### config.mk
export PLATFORM = sky130hd
export DESIGN_NAME = firmware_image_verifier_unit
export DESIGN_NICKNAME = d
export VERILOG_FILES = /design/src/sv/fiv_pkg.sv /design/src/sv/fiv_front.sv /design/src/sv/fiv_back.sv /design/src/sv/firmware_image_verifier_unit.sv
export VERILOG_INCLUDE_DIRS = /design/src /design/src/sv
export SDC_FILE = /design/constraint.sdc
export NUM_CORES = 2
export LEC_CHECK = 0
export BUFFER_PORTS_ARGS = -buffer_cell sky130_fd_sc_hd__buf_4
export CORE_MARGIN = 2
export CORE_UTILIZATION = 30
export CTS_BUF_LIST = sky130_fd_sc_hd__clkbuf_8
export CTS_CLUSTER_SIZE = 24
export DETAILED_ROUTE_END_ITERATION = 16
export GPL_ROUTABILITY_DRIVEN = 0
export GPL_TIMING_DRIVEN = 0
export PLACE_DENSITY = 0.42
export SYNTH_ARGS = -nofsm -noshare
export SYNTH_HDL_FRONTEND = slang
export SYNTH_SLANG_ARGS = --single-unit
### constraint.sdc
create_clock -name clock -period 10.25 [get_ports clock]
set_input_delay 1.5375 -clock clock [delete_from_list [all_inputs] [get_ports clock]]
set_output_delay 1.5375 -clock clock [all_outputs]
set_load 0.005 [all_outputs]
### src/sv/firmware_image_verifier_unit_assert.svh
// Assertion macros for the firmware image verifier.
`ifndef FIRMWARE_IMAGE_VERIFIER_UNIT_ASSERT_SVH
`define FIRMWARE_IMAGE_VERIFIER_UNIT_ASSERT_SVH
`ifndef NO_ASSERTIONS
`define FIV_ASSERT(label, clk, rst, prop, msg) \
   label: assert property (@(posedge clk) disable iff (rst) prop) else $error(msg);
`define FIV_ASSERT_NR(label, clk, prop, msg) \
   label: assert property (@(posedge clk) prop) else $error(msg);
`else
`define FIV_ASSERT(label, clk, rst, prop, msg)
`define FIV_ASSERT_NR(label, clk, prop, msg)
`endif
`endif

### src/sv/fiv_pkg.sv
package fiv_pkg;

   localparam int PrefixMaxDefault  = 32;
   localparam int VersionMaxDefault = 23;
   localparam int LengthBitsDefault = 24;

   localparam logic [1:0] OP_START    = 2'd0;
   localparam logic [1:0] OP_RECEIVE  = 2'd1;
   localparam logic [1:0] OP_READBACK = 2'd2;
   localparam logic [1:0] OP_ABORT    = 2'd3;

   localparam logic [3:0] ST_OK          = 4'd0;
   localparam logic [3:0] ST_NO_UPLOAD   = 4'd1;
   localparam logic [3:0] ST_BAD_SIZE    = 4'd2;
   localparam logic [3:0] ST_NO_FIT      = 4'd3;
   localparam logic [3:0] ST_OVERFLOW    = 4'd4;
   localparam logic [3:0] ST_BAD_HEADER  = 4'd5;
   localparam logic [3:0] ST_INCOMPLETE  = 4'd6;
   localparam logic [3:0] ST_MISMATCH    = 4'd7;
   localparam logic [3:0] ST_ID_MISSING  = 4'd8;
   localparam logic [3:0] ST_IN_PROGRESS = 4'd9;

   localparam logic [1:0] PH_IDLE  = 2'd0;
   localparam logic [1:0] PH_RECV  = 2'd1;
   localparam logic [1:0] PH_READY = 2'd2;

   localparam logic [2:0] CSR_MAX_IMAGE = 3'd0;
   localparam logic [2:0] CSR_STAGE_CAP = 3'd1;
   localparam logic [2:0] CSR_PREFIX_LEN = 3'd2;
   localparam logic [2:0] CSR_PREFIX_W0 = 3'd3;
   localparam logic [2:0] CSR_PREFIX_W1 = 3'd4;
   localparam logic [2:0] CSR_PREFIX_W2 = 3'd5;
   localparam logic [2:0] CSR_PREFIX_W3 = 3'd6;

   localparam logic [31:0] CRC_POLY = 32'hEDB88320;

   typedef struct packed {
      logic [1:0]  op;
      logic [23:0] announced_length;
      logic [7:0]  data_byte;
   } req_type;

   typedef struct packed {
      logic        kind;
      logic [3:0]  status;
      logic [1:0]  phase;
      logic [31:0] image_crc;
      logic [4:0]  version_length;
      logic [7:0]  version_char;
      logic        last;
   } rsp_type;

   typedef struct packed {
      logic [2:0]  index;
      logic [63:0] data;
   } csr_type;

   // Work item handed from the front to the back: a status and, on an ok
   // verdict, the number of version characters to emit after it.
   typedef struct packed {
      logic [3:0]  status;
      logic [1:0]  phase;
      logic [31:0] image_crc;
      logic [4:0]  version_length;
   } job_type;

   function automatic logic [31:0] crc_byte(input logic [31:0] crc, input logic [7:0] b);
      logic [31:0] c;
      c = crc ^ {24'd0, b};
      for (int k = 0; k < 8; k++) begin
         c = (c >> 1) ^ (CRC_POLY & {32{c[0]}});
      end
      return c;
   endfunction

endpackage

### src/sv/fiv_front.sv
module fiv_front import fiv_pkg::*; #(
   parameter int PREFIX_MAX  = PrefixMaxDefault,
   parameter int VERSION_MAX = VersionMaxDefault,
   parameter int LENGTH_BITS = LengthBitsDefault
) (
   input  logic          clock,
   input  logic          reset,
   input  logic          item_valid,
   input  req_type       item,
   input  logic          csr_we,
   input  csr_type       csr,
   output logic          job_valid,
   output job_type       job,
   output logic          vs_we,
   output logic [$clog2(VERSION_MAX)-1:0] vs_addr,
   output logic [7:0]    vs_data
);
   localparam int MIW = $clog2(PREFIX_MAX + 1);
   localparam int VCW = $clog2(VERSION_MAX + 1);

   logic [23:0] max_image_ff, stage_cap_ff;
   logic [5:0]  prefix_len_ff;
   logic [255:0] prefix_ff;

   logic [1:0]             phase_ff, phase_in;
   logic [LENGTH_BITS-1:0] total_ff, total_in, rcv_cnt_ff, rcv_cnt_in, rb_cnt_ff, rb_cnt_in;
   logic [31:0]            rcv_crc_ff, rcv_crc_in, rb_crc_ff, rb_crc_in;
   logic [7:0]             hdr2_ff, hdr2_in;
   logic [MIW-1:0]         match_ff, match_in;
   logic                   in_ver_ff, in_ver_in, found_ff, found_in;
   logic [VCW-1:0]         vcount_ff, vcount_in;
   logic                   job_valid_in;
   job_type                job_in;

   logic [MIW-1:0] plen;
   logic [7:0]     c, pb_match, pb0;
   logic [LENGTH_BITS-1:0] len;
   logic [31:0]    rb_crc_next;

   always_comb begin
      if (prefix_len_ff == 6'd0) plen = MIW'(1);
      else if (32'(prefix_len_ff) > 32'(PREFIX_MAX)) plen = MIW'(PREFIX_MAX);
      else plen = MIW'(prefix_len_ff);
   end

   assign c   = item.data_byte;
   assign len = LENGTH_BITS'(item.announced_length);
   assign pb0 = prefix_ff[7:0];
   assign pb_match = (32'(match_ff) >= 32) ? 8'd0 : prefix_ff[8*(32'(match_ff) & 31) +: 8];
   assign rb_crc_next = crc_byte(rb_crc_ff, c);

   always_comb begin
      phase_in = phase_ff; total_in = total_ff; rcv_cnt_in = rcv_cnt_ff; rb_cnt_in = rb_cnt_ff;
      rcv_crc_in = rcv_crc_ff; rb_crc_in = rb_crc_ff; hdr2_in = hdr2_ff; match_in = match_ff;
      in_ver_in = in_ver_ff; found_in = found_ff; vcount_in = vcount_ff;
      job_valid_in = item_valid;
      job_in = '{status: ST_OK, phase: PH_IDLE, image_crc: 32'd0, version_length: 5'd0};
      vs_we = 1'b0; vs_addr = vcount_ff[$clog2(VERSION_MAX)-1:0]; vs_data = c;
      if (item_valid) begin
         unique case (item.op)
            OP_START: begin
               phase_in = PH_IDLE;
               if (32'(item.announced_length) < 256 || item.announced_length > max_image_ff)
                  job_in.status = ST_BAD_SIZE;
               else if (item.announced_length > stage_cap_ff)
                  job_in.status = ST_NO_FIT;
               else begin
                  total_in = len; rcv_cnt_in = '0; rb_cnt_in = '0;
                  rcv_crc_in = '1; rb_crc_in = '1; hdr2_in = '0; match_in = '0;
                  in_ver_in = 1'b0; found_in = 1'b0; vcount_in = '0; phase_in = PH_RECV;
               end
            end
            OP_RECEIVE: begin
               if (phase_ff != PH_RECV) job_in.status = ST_NO_UPLOAD;
               else if (rcv_cnt_ff >= total_ff) begin
                  phase_in = PH_IDLE; job_in.status = ST_OVERFLOW;
               end else begin
                  rcv_crc_in = crc_byte(rcv_crc_ff, c);
                  rcv_cnt_in = rcv_cnt_ff + 1'b1;
                  if (rcv_cnt_in == LENGTH_BITS'(3)) hdr2_in = c;
                  if (rcv_cnt_in == LENGTH_BITS'(4) && (hdr2_ff != 8'h9f || c != 8'he5)) begin
                     phase_in = PH_IDLE; job_in.status = ST_BAD_HEADER;
                  end
               end
            end
            OP_READBACK: begin
               if (phase_ff != PH_RECV || rcv_cnt_ff != total_ff || rb_cnt_ff >= total_ff)
                  job_in.status = ST_INCOMPLETE;
               else begin
                  rb_crc_in = rb_crc_next;
                  if (!found_ff) begin
                     if (in_ver_ff) begin
                        if (c == 8'h3b && vcount_ff != '0) found_in = 1'b1;
                        else if (c < 8'h20 || c > 8'h7e || c == 8'h3b ||
                                 32'(vcount_ff) >= VERSION_MAX) begin
                           in_ver_in = 1'b0;
                           match_in = (c == pb0) ? MIW'(1) : '0;
                           if (match_in >= plen) begin in_ver_in = 1'b1; vcount_in = '0; end
                        end else begin
                           vs_we = 1'b1; vcount_in = vcount_ff + 1'b1;
                        end
                     end else if (c == pb_match) begin
                        match_in = match_ff + 1'b1;
                        if (match_in >= plen) begin in_ver_in = 1'b1; vcount_in = '0; end
                     end else begin
                        match_in = (c == pb0) ? MIW'(1) : '0;
                        if (match_in >= plen) begin in_ver_in = 1'b1; vcount_in = '0; end
                     end
                  end
                  rb_cnt_in = rb_cnt_ff + 1'b1;
                  if (rb_cnt_in != total_ff) job_in.status = ST_IN_PROGRESS;
                  else if (rb_crc_next != rcv_crc_ff) begin
                     phase_in = PH_IDLE; job_in.status = ST_MISMATCH;
                  end else if (!found_in) begin
                     phase_in = PH_IDLE; job_in.status = ST_ID_MISSING;
                  end else begin
                     phase_in = PH_READY;
                     job_in.image_crc = ~rb_crc_next;
                     job_in.version_length = 5'(vcount_in);
                  end
               end
            end
            default: phase_in = PH_IDLE;
         endcase
         job_in.phase = phase_in;
      end
   end

   always_ff @(posedge clock) begin
      if (reset) begin
         max_image_ff <= 24'd262144; stage_cap_ff <= '0; prefix_len_ff <= 6'd1; prefix_ff <= '0;
         phase_ff <= PH_IDLE; total_ff <= '0; rcv_cnt_ff <= '0; rb_cnt_ff <= '0;
         rcv_crc_ff <= '1; rb_crc_ff <= '1; hdr2_ff <= '0; match_ff <= '0;
         in_ver_ff <= 1'b0; found_ff <= 1'b0; vcount_ff <= '0; job_valid <= 1'b0;
      end else begin
         if (csr_we) begin
            case (csr.index)
               CSR_MAX_IMAGE:  max_image_ff <= csr.data[23:0];
               CSR_STAGE_CAP:  stage_cap_ff <= csr.data[23:0];
               CSR_PREFIX_LEN: prefix_len_ff <= csr.data[5:0];
               CSR_PREFIX_W0:  prefix_ff[63:0] <= csr.data;
               CSR_PREFIX_W1:  prefix_ff[127:64] <= csr.data;
               CSR_PREFIX_W2:  prefix_ff[191:128] <= csr.data;
               CSR_PREFIX_W3:  prefix_ff[255:192] <= csr.data;
               default: ;
            endcase
         end
         phase_ff <= phase_in; total_ff <= total_in; rcv_cnt_ff <= rcv_cnt_in;
         rb_cnt_ff <= rb_cnt_in; rcv_crc_ff <= rcv_crc_in; rb_crc_ff <= rb_crc_in;
         hdr2_ff <= hdr2_in; match_ff <= match_in; in_ver_ff <= in_ver_in;
         found_ff <= found_in; vcount_ff <= vcount_in; job_valid <= job_valid_in;
      end
   end

   always_ff @(posedge clock) begin
      job <= job_in;
   end

endmodule

### src/sv/fiv_back.sv
`include "firmware_image_verifier_unit_assert.svh"
module fiv_back import fiv_pkg::*; #(
   parameter int VERSION_MAX = VersionMaxDefault
) (
   input  logic    clock,
   input  logic    reset,
   input  logic    job_valid,
   input  job_type job,
   output logic    job_ready,
   input  logic    vs_we,
   input  logic [$clog2(VERSION_MAX)-1:0] vs_addr,
   input  logic [7:0] vs_data,
   output logic    rsp_empty,
   output rsp_type rsp_data,
   input  logic    rsp_pop
);
   localparam int AW = $clog2(VERSION_MAX);

   typedef enum logic [1:0] {S_IDLE, S_STATUS, S_CHARS} state_type;

   logic [7:0]  store [VERSION_MAX];
   state_type   state_ff;
   job_type     job_ff;
   logic [4:0]  idx_ff;
   logic [7:0]  rd_ff;
   logic        take, advance;

   // The store is written by the front only while the back is idle (the top
   // level holds off items until then); the front only writes during readback,
   // after the last ok verdict is delivered, so no overlap occurs.
   always_ff @(posedge clock) begin
      if (vs_we) store[vs_addr] <= vs_data;
   end

   assign job_ready = (state_ff == S_IDLE);
   assign take      = job_valid && job_ready;
   assign advance   = !rsp_empty && rsp_pop;
   assign rsp_empty = (state_ff == S_IDLE);

   always_ff @(posedge clock) begin
      if (reset) begin
         state_ff <= S_IDLE;
         idx_ff <= '0;
      end else begin
         unique case (state_ff)
            S_IDLE: if (take) begin
               job_ff <= job; state_ff <= S_STATUS; idx_ff <= '0;
            end
            S_STATUS: if (advance) begin
               if (job_ff.status == ST_OK && job_ff.version_length != 5'd0) begin
                  state_ff <= S_CHARS; rd_ff <= store[AW'(0)]; idx_ff <= 5'd1;
               end else state_ff <= S_IDLE;
            end
            S_CHARS: if (advance) begin
               if (idx_ff == job_ff.version_length) state_ff <= S_IDLE;
               else begin
                  rd_ff <= store[AW'(idx_ff)]; idx_ff <= idx_ff + 5'd1;
               end
            end
            default: state_ff <= S_IDLE;
         endcase
      end
   end

   always_comb begin
      rsp_data = '0;
      rsp_data.phase = job_ff.phase;
      if (state_ff == S_CHARS) begin
         rsp_data.kind = 1'b1;
         rsp_data.image_crc = job_ff.image_crc;
         rsp_data.version_length = job_ff.version_length;
         rsp_data.version_char = rd_ff;
         rsp_data.last = (idx_ff == job_ff.version_length);
      end else begin
         rsp_data.status = job_ff.status;
         rsp_data.image_crc = job_ff.image_crc;
         rsp_data.version_length = job_ff.version_length;
         rsp_data.last = (job_ff.version_length == 5'd0);
      end
   end

   `FIV_ASSERT(a_chars_ok, clock, reset, (state_ff == S_CHARS) |-> (job_ff.status == ST_OK), "chars after non-ok")
   `FIV_ASSERT(a_idx_range, clock, reset, (state_ff == S_CHARS) |-> (idx_ff != 5'd0 && idx_ff <= job_ff.version_length), "index out of range")
   `FIV_ASSERT(a_take_status, clock, reset, take |=> (state_ff == S_STATUS), "job not shown")
   `FIV_ASSERT_NR(a_reset_empty, clock, reset |=> rsp_empty, "not empty after reset")

endmodule

### src/sv/firmware_image_verifier_unit.sv
// Each item is taken by the front, which updates the CRCs and the
// prefix matcher and registers a job that the back picks up on the next cycle.
// A status can be popped once the back has registered the job; an ok verdict then
// yields one character per pop. No new item is accepted until the previous
// result is fully popped, set by the single-entry handoff into the response sequencer.
// Synchronous active-high reset clears all control state and loads register defaults.
module firmware_image_verifier_unit import fiv_pkg::*; #(
   parameter int PREFIX_MAX  = PrefixMaxDefault,
   parameter int VERSION_MAX = VersionMaxDefault,
   parameter int LENGTH_BITS = LengthBitsDefault
) (
   input  logic    clock,
   input  logic    reset,
   input  logic    req_push,
   output logic    req_full,
   input  req_type req_data,
   output logic    rsp_empty,
   input  logic    rsp_pop,
   output rsp_type rsp_data,
   input  logic    csr_valid,
   output logic    csr_ready,
   input  csr_type csr_data
);
   logic    job_valid, job_ready, vs_we, accept, busy_ff;
   job_type job;
   logic [$clog2(VERSION_MAX)-1:0] vs_addr;
   logic [7:0] vs_data;

   // One item in flight from acceptance until the back has delivered its responses.
   assign req_full  = busy_ff || job_valid || !job_ready;
   assign accept    = req_push && !req_full;
   assign csr_ready = 1'b1;

   always_ff @(posedge clock) begin
      if (reset) busy_ff <= 1'b0;
      else busy_ff <= accept;
   end

   fiv_front #(.PREFIX_MAX(PREFIX_MAX), .VERSION_MAX(VERSION_MAX),
               .LENGTH_BITS(LENGTH_BITS)) u_front (
      .clock, .reset, .item_valid(accept), .item(req_data),
      .csr_we(csr_valid), .csr(csr_data), .job_valid, .job,
      .vs_we, .vs_addr, .vs_data);

   fiv_back #(.VERSION_MAX(VERSION_MAX)) u_back (
      .clock, .reset, .job_valid, .job, .job_ready, .vs_we, .vs_addr, .vs_data,
      .rsp_empty, .rsp_data, .rsp_pop);

endmodule
* After elaboration in Yosys (flattened, before gate mapping)
Memory sizes are Yosys's and may differ from the RTL's. A register that Yosys moved wholly into a read port is not among the register bits. Cells that the tools add are included.
Storage, ports and cells: bits in registers 571, memory bits (writable) 184, output and inout bits 56, word-level logic and storage cells 272, memories kept 1
Cells by class: add/sub/neg operators 5, magnitude comparators 12, equal/unequal tests 37, shifts and indexed selects 1, mux-type cells 115, bitwise operators 25, reductions and logical operators 46
Memories:
- u_back.store | depth 23, bits a word 8, read ports 2, clocked after memory_dff 1, wr ports 1, line fiv_back.sv:21 | logic [7:0] store [VERSION_MAX];
Operators with widths (number):
- $xor A31 B32 Y32 | 16
- $shiftx A256 B9 Y8 | 1
- $mux W32 | 5
- $pmux W32 S2 | 2
- $mux W24 | 5
- $pmux W24 S2 | 2
- $mux W8 | 11
- $mux W5 | 17
- $xor A32 B8 Y32 | 2
- $mux W6 | 10
- $add A24 B1 Y24 const B | 2
- $ge A24 B24 Y1 | 2
- $gt A24 B24 Y1 | 2
- $ne A24 B24 Y1 | 2
- $mux W4 | 8
- $ne A32 B32 Y1 | 1
- $not A32 Y32 | 1
- $pmux W8 S2 | 2
- $mux W1 | 30
- $mux W2 | 14
- $eq A24 B2 Y1 const B | 1
- $eq A24 B3 Y1 const B | 1
- $lt A24 B9 Y1 const B | 1
- $reduce_and A6 Y1 | 4
- 46 further kinds | 99

* Longest topological paths before layout
depth after elaboration 14, gate-level depth with buffers 15, gate-level depth less buffers 14

* Cells and area by module
From an unflattened synthesis, not the netlist that was laid out.
Unflattened totals: cells, all modules 3862, area total of the unflattened synthesis 36820.3 µm²
Modules (own cells, without submodules):
- fiv_front | instances 1, cells an instance 3286, area an instance 26813.2 µm², seq. area each 10269.8 µm²
- fiv_back | instances 1, cells an instance 569, area an instance 9948.3 µm², seq. area each 7297.0 µm²
- firmware_image_verifier_unit | instances 1, cells an instance 7, area an instance 58.8 µm², seq. area each 20.0 µm²

* Worst setup path after synthesis
No wires, ideal clock.
path kind input to register, start input port req_data[4] (netlist name), end register u_front.job[38] (netlist name), data arrival time 4.630 ns, data required time 10.162 ns, setup slack 5.532 ns, cell stages on the path 13, path buffers 3, cell sequence buf_4 > xnor2_2 > xor2_1 > xor2_1 > xor3_1 > or4_1 > or4_4 > nor4_4 > and2_1 > nand3_1 > buf_4 > buf_6 > o31ai_1
On the way: cells in the longest elaborated chain, start to end 14
RTL lines:
- start: declaration | line firmware_image_verifier_unit.sv:16 | input req_type req_data,
- $xor A32 B8 Y32 | line fiv_pkg.sv:69 | c = crc ^ {24'd0, b};
- $xor A31 B32 Y32 (8 in a row) | line fiv_pkg.sv:71 | c = (c >> 1) ^ (CRC_POLY & {32{c[0]}});
- $ne A32 B32 Y1 | line fiv_front.sv:112 | else if (rb_crc_next != rcv_crc_ff) begin
- $mux W2 | line fiv_front.sv:112
- $mux W2 | line fiv_front.sv:111 | if (rb_cnt_in != total_ff) job_in.status = ST_IN_PROGRESS;
- $mux W2 | line fiv_front.sv:87 | if (phase_ff != PH_RECV || rcv_cnt_ff != total_ff || rb_cnt_ff >= total_ff)
- $pmux W2 S3 * | line fiv_front.sv:60 | unique case (item.op)
Every way passes the cells marked *; elsewhere a longest branch is shown, timed or not. The select of a mux whose other input is x is not followed. A chain may end at the register's enable or synchronous reset.

* Worst setup path in the final report
start register u_front.rb_cnt_ff[0], end memory u_back.store[12][6] (enable)
On the way: cells in the longest elaborated chain, start to end 7
RTL lines:
- start: declaration | line fiv_front.sv:26 | logic [LENGTH_BITS-1:0] total_ff, total_in, rcv_cnt_ff, rcv_cnt_in, rb_cnt_ff, rb_cnt_in;
- start signal: assignment | line fiv_front.sv:149 | rb_cnt_ff <= rb_cnt_in; rcv_crc_ff <= rcv_crc_in; rb_crc_ff <= rb_crc_in;
- $ge A24 B24 Y1 | line fiv_front.sv:87
- $logic_or A1 B1 Y1 | line fiv_front.sv:87
- $mux W1 | line fiv_front.sv:87
- $mux W1 | line fiv_front.sv:60
- $mux W1 | line fiv_front.sv:59 | if (item_valid) begin
- $mux W1 | line fiv_back.sv:32 | if (vs_we) store[vs_addr] <= vs_data;
- $mux W1 (implied by the code) | line fiv_back.sv:32
- end: declaration | line fiv_back.sv:21
Every way passes these cells.

==> key figures <==
Outcome
  – Status: finished clean

Cells and area
  – Filler cells: between 10000 and 15000
  – Register area: 17600 µm²
  – Most frequent cells in the layout: 736 x nand2_1, 525 x dfxtp_1, 441 x a21oi_1
  – Share of cells above drive strength 1: 0.117
  – Most common cell after layout, fill and taps aside: nand2_1
  – Multi-input logic area: 17300 µm²
  – Fin nets: 4376
  – Area delta synth->final: 16.1%
  – Finished Core Util: 0.352
  – Final instance area: 42400 µm²

Route
  – Drt total wl: 134 mm
  – Remaining antenna violation count: 0
  – First-pass DRT Iterations: 5
  – Via count: 29300
  – Wire per inst: 22.8 µm
  – Vias per cell: 4.98
  – DR iter-0 viols: 2200
  – # DRC: 0

Pwr
  – Maximum VDD drop: 113 µV
  – Pwr dens: 157 nW/µm²
  – Tot Pwr: approximately 6.7 mW
  – Static leakage: 14.6 nW

Floorplanning
  – Die ar.: around 120000 µm²
  – Row cnt: about 130
  – Placeable core area: between 100000 and 150000 µm²
  – Die height: between 300 and 400 µm
  – Die X: 353 µm
  – Initial core utilization: 0.303
  – # IOs: around 160

Critical path
  – Worst r2r src: u_front.rb_cnt_ff[0]$_SDFFE_PP0P_
  – Crit Path Category: reg -> reg
  – Critical Path End Type: flop
  – Critical Path Source Type: flop
  – FF-to-FF setup slack: roughly 4.4 ns
  – Cells on worst reg2reg path: 13
  – R2R Path End: u_back.store[12][6]$_DFFE_PP_
  – Critical path arrival: ~6.3 ns
  – Crit. Startpoint: u_front.rb_cnt_ff[0]$_SDFFE_PP0P_
  – Worst-path maximum fanout: 10
  – CP required: 10.68 ns

Synthesis
  – Cells after synthesis: 3853
  – Mapped Nets: 4076
  – Synth top area cells: dfxtp_1 29%, edfxtp_1 19%, nand2_1 7.6%
  – Top_reg_cell synth: dfxtp_1
  – Post-synth design cell area: 36500 µm²
  – Post-synthesis sequential area ratio: 0.482
  – Cell taking the most area after synthesis: dfxtp_1
  – Syn Area/Cell: 9.46 µm²
  – Share of synthesized flip-flops with an asynchronous set or reset: 0
  – EDFF count, synth: 235
  – Yosys top cell area share: 0.288
  – Post-synthesis register bit count: between 700 and 800
  – Ys Warns: 0
  – Synth unique cells: roughly 80

Clock network
  – Resize count post-CTS: 0
  – Clk sinks: 760
  – Cts bufs inserted: 141
  – TritonCTS clock tree: done
  – Deepest clock path buffer count: 3
  – H-tree depth: 4
  – Root buf cell: clkbuf_8
  – CTS Hold Bufs: 0
  – Clock slew at reported path FFs: 0.06 ns
  – # Post-CTS Setup Buffers: 0
  – Clock Latency Late Sink: ~0.83 ns

STA
  – Max frequency: 171 MHz
  – RSZ-0062 raised after global routing: false
  – Slew HR: 0.0336
  – Final WS setup: 4.39 ns
  – Post-route setup TNS: 0 ns
  – Min Clock Period, post-route: 5.86 ns
  – Final hold viol count: 0
  – Tcrit/Tclk final: 0.572
  – Final setup viols: 0
  – Worst slew pin tran: around 1.4 ns
  – Fin. max-slew vios: 0
  – Clock Skews: 0.0410 ns

Worst hold path
  – Hold Crit Depth: 0
  – Worst hold path startpoint: u_front.job[36]$_SDFF_PP0_
  – Worst Hold Endpoint: u_back.rsp_data[45]$_DFFE_PP_
  – Worst Hold Class: reg -> reg

GRT
  – First-pass GRT wire length: 193 mm
  – Initial antenna violation count: 2
  – Global route total overflow: 0
  – GRT Total Usage: 0.210
  – Largest net degree at the start of global routing: 28
  – Vias in the first global route: ~29000

Placed design
  – IO buf count: 156
  – Worst slack at placement: 3.73 ns
  – HPWL Detailed: roughly 100 mm
  – Cell Area, Placed: 39700 µm²

Flow run
  – Reported max-cap violation count: 0
[layer usage]
| layer | wire (µm) | GRT usage |
|---|---|---|
| met5 | 0 | 0 |
| met4 | 4390 | 0.0756 |
| met3 | 6360 | 0.0337 |
| met2 | 61000 | 0.335 |
| met1 | 61900 | 0.286 |
[through the flow]
step	instances	hold slack, ns
global route	5870	0.396
finish	5872	0.391
CTS	5869	0.396
detailed placement	5622	0.389
global placement	5621	0.387
floorplan	3853	0.386
[power by group]
group | internal [mW] | switching, mW | leakage, nW | total (mW)
combinational | 0.230 | 0.411 | 6.70 | 0.641
clock | 1.47 | 1.36 | 1.54 | 2.84
sequential | 3.15 | 0.0344 | 6.37 | 3.18
[worst max path at each step]
| stage | to |
|---|---|
| after global placement | u_front.job[38]$_SDFF_PN0_ |
| final | u_back.store[12][6]$_DFFE_PP_ |
| after detailed placement | u_front.job[38]$_SDFF_PN0_ |
| after global routing | u_back.store[12][5]$_DFFE_PP_ |
| after CTS | u_back.store[4][1]$_DFFE_PP_ |
| after floorplan | u_front.job[38]$_SDFF_PN0_ |
[synth_stat cells, drive strengths merged (8+ instances only)]
cell,n
a211oi,16
nand2,736
and3,19
mux2i,149
a21oi,441
nor2,235
a21o,38
nand2b,50
edfxtp,235
xnor3,8
buf,62
and2,29
inv,95
nor2b,32
o22ai,38
a31oi,14
a211o,14
o2111ai,11
and4,10
ha,117
a22oi,44
xor2,85
or4,13
nor4,26
o21bai,23
nor3,52
a311oi,14
o21ai,71
mux4,56
nand3,82
xnor2,137
dfxtp,525
clkbuf,216
nand4,46
or3,27
[critical path, stage by stage, from the launching register on]
cell	delay, ns
dfxtp_1	0.55
inv_1	0.09
ha_1	0.35
nand2b_1	0.16
a21o_1	0.17
a21o_1	0.17
a21oi_1	0.17
o21ai_0	0.16
a211oi_1	0.53
nor2_1	0.18
nor3_1	0.78
clkbuf_1	0.70
nand3_1	0.62
nor2_1	0.84
[layout make-up]
| type | count | area share |
|---|---|---|
| diodes | 3 | 0.000177 |
| plain buffers | 278 | 0.0289 |
| clock buffers | 159 | 0.0517 |
| clock inverters | 88 | 0.0111 |
| inverters | 96 | 0.00851 |
| multi-input cells | 2719 | 0.409 |
| flip-flops and latches | 760 | 0.415 |
| well taps | 1612 | 0.0476 |
| repair buffers | 157 | 0.0281 |
[kinds of logic (layout without fill, tap and decap cells)]
family                   after synthesis  in the layout  share of synthesized area
other                                  1              4                   0.000103
XOR/XNOR                             232            232                     0.0624
AO/OA/AOI/OAI                        776            776                      0.126
buffers and inverters                374            778                     0.0434
multiplexers                         206            206                     0.0758
flip-flops                           760            760                      0.482
AND/OR/NAND/NOR                     1387           1387                      0.171
adder cells (fa/ha/maj)              117            117                     0.0401
[flip-flops by register name, indices dropped and copies added (netlist names), 8 cells and up, named ones only]
name                  count
u_back.rd_ff              8
u_back.rsp_data          39
u_back.store            184
u_front.hdr2_ff           8
u_front.job              43
u_front.max_image_ff     24
u_front.prefix_ff       256
u_front.rb_cnt_ff        24
u_front.rb_crc_ff        32
u_front.rcv_cnt_ff       24
u_front.rcv_crc_ff       32
u_front.stage_cap_ff     24
u_front.total_ff         24
Note: power is estimated with default switching activity, not from simulation.
